<file path="src/design/psd_pkg.sv">
package psd_pkg;

	localparam int CNT_W = 32;
	localparam int SUM_W = 64;
	localparam int ID_W  = 64;
	localparam int TS_W  = 63;

	localparam logic [1:0] ST_OK   = 2'd0;
	localparam logic [1:0] ST_ZERO = 2'd1;
	localparam logic [1:0] ST_FULL = 2'd2;
	localparam logic [1:0] ST_SAT  = 2'd3;

	localparam logic [1:0] CFG_MIN_SAMPLES = 2'd0;
	localparam logic [1:0] CFG_AHEAD_PCT   = 2'd1;
	localparam logic [1:0] CFG_MIN_OFFSET  = 2'd2;

	localparam logic [15:0] MIN_SAMPLES_RST = 16'd16;
	localparam logic [6:0]  AHEAD_PCT_RST   = 7'd90;
	localparam logic [39:0] MIN_OFFSET_RST  = 40'd1000;
	localparam logic [6:0]  PCT_FULL        = 7'd100;

	typedef struct packed {
		logic load;
		logic idx_clr;
		logic idx_inc;
		logic rd;
		logic alloc;
		logic hit;
		logic upd;
		logic div_mod;
		logic div_mean;
		logic scan_clr;
		logic scan_take;
		logic scan_end;
		logic set_zero;
		logic set_full;
		logic set_sat;
		logic out_load;
	} cmd_t;

	typedef struct packed {
		logic zero;
		logic at_end;
		logic full;
		logic key_hit;
		logic sat;
		logic div_done;
		logic rem_zero;
		logic qual;
		logic better;
		logic out_free;
	} sts_t;

endpackage

</file>
<file path="src/design/psd_ctrl.sv">
module psd_ctrl
	import psd_pkg::*;
(
	input  logic  clk,
	input  logic  arst_n,
	input  logic  in_valid,
	output logic  in_ready,
	input  sts_t  sts,
	output cmd_t  cmd
);
	localparam logic [3:0] S_IDLE  = 4'd0;
	localparam logic [3:0] S_CHK   = 4'd1;
	localparam logic [3:0] S_LOOK  = 4'd2;
	localparam logic [3:0] S_LOOKW = 4'd3;
	localparam logic [3:0] S_ALLOC = 4'd4;
	localparam logic [3:0] S_UPD   = 4'd5;
	localparam logic [3:0] S_MODW  = 4'd6;
	localparam logic [3:0] S_SRD   = 4'd7;
	localparam logic [3:0] S_SCHK  = 4'd8;
	localparam logic [3:0] S_SDIV  = 4'd9;
	localparam logic [3:0] S_DONE  = 4'd10;

	logic [3:0] state_q, state_d;

	assign in_ready = state_q == S_IDLE;

	always_comb begin
		state_d = state_q;
		cmd     = '0;
		unique case (state_q)
			S_IDLE: begin
				if (in_valid) begin
					cmd.load    = 1'b1;
					cmd.idx_clr = 1'b1;
					state_d     = S_CHK;
				end
			end
			S_CHK: begin
				if (sts.zero) begin
					cmd.set_zero = 1'b1;
					state_d      = S_DONE;
				end else begin
					state_d = S_LOOK;
				end
			end
			S_LOOK: begin
				if (sts.at_end) begin
					state_d = S_ALLOC;
				end else begin
					cmd.rd  = 1'b1;
					state_d = S_LOOKW;
				end
			end
			S_LOOKW: begin
				if (sts.key_hit) begin
					cmd.hit = 1'b1;
					state_d = S_UPD;
				end else begin
					cmd.idx_inc = 1'b1;
					state_d     = S_LOOK;
				end
			end
			S_ALLOC: begin
				if (sts.full) begin
					cmd.set_full = 1'b1;
					state_d      = S_DONE;
				end else begin
					cmd.alloc = 1'b1;
					state_d   = S_UPD;
				end
			end
			S_UPD: begin
				if (sts.sat) begin
					cmd.set_sat = 1'b1;
					state_d     = S_DONE;
				end else begin
					cmd.upd     = 1'b1;
					cmd.div_mod = 1'b1;
					state_d     = S_MODW;
				end
			end
			S_MODW: begin
				if (sts.div_done) begin
					if (sts.rem_zero) begin
						cmd.scan_clr = 1'b1;
						cmd.idx_clr  = 1'b1;
						state_d      = S_SRD;
					end else begin
						state_d = S_DONE;
					end
				end
			end
			S_SRD: begin
				if (sts.at_end) begin
					cmd.scan_end = 1'b1;
					state_d      = S_DONE;
				end else begin
					cmd.rd  = 1'b1;
					state_d = S_SCHK;
				end
			end
			S_SCHK: begin
				if (sts.qual) begin
					cmd.div_mean = 1'b1;
					state_d      = S_SDIV;
				end else begin
					cmd.idx_inc = 1'b1;
					state_d     = S_SRD;
				end
			end
			S_SDIV: begin
				if (sts.div_done) begin
					cmd.scan_take = sts.better;
					cmd.idx_inc   = 1'b1;
					state_d       = S_SRD;
				end
			end
			S_DONE: begin
				if (sts.out_free) begin
					cmd.out_load = 1'b1;
					state_d      = S_IDLE;
				end
			end
			default: state_d = S_IDLE;
		endcase
	end

	always_ff @(posedge clk or negedge arst_n) begin
		if (!arst_n)
			state_q <= S_IDLE;
		else
			state_q <= state_d;
	end

`ifndef SYNTH
	a_wait_div: assert property (@(posedge clk) disable iff (!arst_n)
		(cmd.div_mod || cmd.div_mean) |=> !sts.div_done)
		else $error("divider done right after start");
	a_one_write: assert property (@(posedge clk) disable iff (!arst_n)
		!(cmd.upd && cmd.rd))
		else $error("table read and write in one cycle");
	a_accept_idle: assert property (@(posedge clk) disable iff (!arst_n)
		cmd.load |=> state_q == S_CHK)
		else $error("accepted item not checked");
`endif

endmodule
</file>
<file path="config.mk">
export PLATFORM = sky130hd
export DESIGN_NAME = psd_ctrl
export DESIGN_NICKNAME = d
export VERILOG_FILES = /design/src/design/psd_pkg.sv /design/src/design/psd_ctrl.sv
export SDC_FILE = /design/constraint.sdc
export NUM_CORES = 1
export LEC_CHECK = 0
export ABC_AREA = 1
export BUFFER_PORTS_ARGS = -buffer_cell sky130_fd_sc_hd__buf_2
export CAP_MARGIN = 20
export CORE_MARGIN = 8
export CORE_UTILIZATION = 39
export DETAILED_ROUTE_END_ITERATION = 6
export GPL_ROUTABILITY_DRIVEN = 0
export PLACE_DENSITY = 0.83
export SLEW_MARGIN = 5
export SYNTH_ARGS = -nofsm -noshare
export SYNTH_HDL_FRONTEND = slang
export SYNTH_SLANG_ARGS = --single-unit
</file>
<file path="constraint.sdc">
create_clock -name clk -period 1.25 [get_ports clk]
set_input_delay 0.3125 -clock clk [delete_from_list [all_inputs] [get_ports clk]]
set_output_delay 0.3125 -clock clk [all_outputs]
set_load 0.01 [all_outputs]
</file>
==> results.json <==
{
  "largest_reg_flops": 4,
  "end_kind": "output pin",
  "synth.area.top_cells": "nand2_1 24%, dfrtp_1 18%, inv_1 16%",
  "syn-num-nets": 122,
  "skew_ns": 0.00514,
  "slew_viol_final": 0,
  "grt_pass1_vias": 859,
  "violations": "setup timing",
  "syn_avg_cell_area_um2": 5.12,
  "drtPass1Iterations": 4,
  "stdcell_count": 182,
  "power_density_mw_per_mm2": 1970,
  "post-route-min-period_ns": 1.69,
  "final_common_cell": "nand2_1",
  "clkPwrFrac_pct": 7.9,
  "path_cells": "nor2_4 -> buf_4 -> buf_6 -> nand3_2 -> inv_2 -> buf_2",
  "synth_area_um2": 558,
  "postPlaceCellArea_um2": 858,
  "grt_max_degree": 7,
  "rsz0062_at_grt": "true",
  "multi_input_area_um2": 452,
  "timing.max_cap.violations": 0,
  "floorplan.rows": 13,
  "antenna_found_initial": 0,
  "outcome": "complete, but fails checks",
  "worst_pin_slew_ns": 0.223,
  "largest_register": "state_q",
  "vias": 919,
  "async_flop_share_pct": 100,
  "clk_pin_slew_ns": 0.04,
  "grt_pass1_wl_mm": 3.31,
  "yosys_warnings": 0,
  "clock.fmax_ghz": 0.591,
  "drc": 0,
  "path_buf_inv": 4,
  "yosys.area.top_type": "nand2_1",
  "swShare_pct": 50.5,
  "hold_violations": 0,
  "largestRegisters": "state_q x4",
  "min_period_over_period_pct": 135,
  "p_seq_share_pct": 14.9,
  "cts_buffers": 3,
  "dp_hpwl_mm": 1.70,
  "cp.arrival_ns": 1.38,
  "drt-wirelength-per-cell_um": 13.2,
  "crit_slowest_cell": "dfrtp_2",
  "finalWirelength_mm": 2.41,
  "leakagePower_nw": 0.719,
  "dp.cells": 168,
  "port_buffers": 29,
  "synth-main-ff-cell": "dfrtp_1",
  "critPathMaxStageDelay_ns": 0.45,
  "n_fill_cell": 88,
  "setup_violations": 21,
  "critical-path-top-delay-family": "flip-flops",
  "finalInstanceArea_mm2": 0.00106,
  "seqCellArea_um2": 105,
  "critical_path_class": "flop to output pin",
  "comb_power_share_pct": 77.2,
  "rrSetupSlack_ns": -0.22,
  "clk_latency_ns": 0.24,
  "cts_tree": "built",
  "cp-startpoint": "state_q[3]",
  "hold-worst-slack_ns": 0.412,
  "grt_util_all_layers_pct": 14.9,
  "fp.dieW_um": 53.8,
  "crit_path_start_kind": "flop",
  "numClockSinks": 4,
  "ys_ff_latch": 4,
  "io_pins": 30,
  "p_int_w": 0.00103,
  "via_per_inst": 5.05,
  "grt-ovfl-total": 0,
  "synthDistinctLibCells": 17,
  "yosysSeqAreaShare_pct": 17.9,
  "nNetsFinal": 182,
  "ir_drop_mv": 1.35,
  "netlist.area_leader.share_pct": 24.2,
  "drive_gt1_share_pct": 54.5,
  "dieArea_mm2": 0.00290,
  "required_ns": 0.94,
  "core_mm2": 0.00132,
  "synth_edf_count": 0,
  "cp_max_fo": 5,
  "rr_worst_depth": 11,
  "reg2reg_to": "state_q[1]",
  "switching_power_w": 0.00105,
  "layout_common_cells": "34 x nand2_1, 28 x buf_2, 24 x buf_4, 17 x inv_1",
  "slew_headroom_pct": 85.0,
  "start_util_pct": 42.4,
  "htree_levels": 1,
  "cp.depth": 6,
  "detail-route-antenna-nets": 0,
  "detail_route.iter0.violations": 32,
  "hp-class": "input port to async pin",
  "area_growth_pct": 89.9,
  "syn_inst": 109,
  "r2r-start": "state_q[0]",
  "root_buffer": "clkbuf_4",
  "setup_slack_ns": -0.443,
  "n_antenna_cell": 0,
  "fp.dieH_um": 53.8,
  "cts_buffer_depth": 2
}
worst max-delay path by stage:
stage	to	slack (ns)
after floorplan	cmd[6]	-0.05
after global placement	cmd[14]	-0.16
after detailed placement	cmd[14]	-0.20
after CTS	cmd[14]	-0.41
after global routing	cmd[4]	-0.53
final	cmd[4]	-0.44
final cells by class:
type	count	share of cell area, %
repair buffers	56	34.4
well taps	15	1.77
multi-input cells	78	42.6
flip-flops and latches	4	9.92
inverters	26	9.21
clock buffers	3	2.13
layer usage:
layer	up-vias	part of all wire (%)	global-route usage [%]
li1	450	-	-
met3	6	7.9	2.20
met1	416	38	15.7
met4	0	3.2	6.72
met2	47	51	28.0
met5	-	0	0
stage by stage:
stage                     setup WS (ns)  util [%]  power (W)  TNS, ns
final                            -0.443      80.4    0.00209    -7.07
after global routing             -0.528      80.4    0.00225    -8.68
after CTS                        -0.412      72.4    0.00180    -6.26
after detailed placement         -0.198      65.1    0.00151    -2.64
after global placement           -0.164      65.1    0.00147    -2.11
after floorplan                 -0.0533         -    0.00102   -0.196
repair_timing:
action	CTS	global route
pin swaps	10	7
setup buffers	4	6
endpoints found under the setup margin	21	21
resized for setup	8	16
hold buffers	1	0
endpoints found under the hold margin	4	0
synthesized netlist by cell type, types with 2 or more instances:
master / number
inv_2: 2
nand2_2: 2
nor2_4: 2
dfrtp_1: 4
nor2_2: 2
inv_1: 24
nand3_1: 13
o21ai_0: 2
nand2_1: 36
nor2_1: 15
logic make-up (layout without fill, tap and decap cells):
| kind of cell | count (synthesis) | count (layout) | synth area share (%) |
|---|---|---|---|
| buffers and inverters | 27 | 85 | 18.8 |
| flip-flops | 4 | 4 | 17.9 |
| AO/OA/AOI/OAI | 5 | 5 | 5.16 |
| AND/OR/NAND/NOR | 73 | 73 | 58.1 |
power by group through the flow:
stage	Combinational (W)	Clock, W	Sequential (W)
floorplan	0.000734	0	0.000282
global placement	0.00119	0	0.000286
detailed placement	0.00122	0	0.000292
CTS	0.00133	0.000164	0.000309
global route	0.00174	0.000179	0.000322
finish	0.00161	0.000165	0.000312
Power figures use the tool's default switching activity.
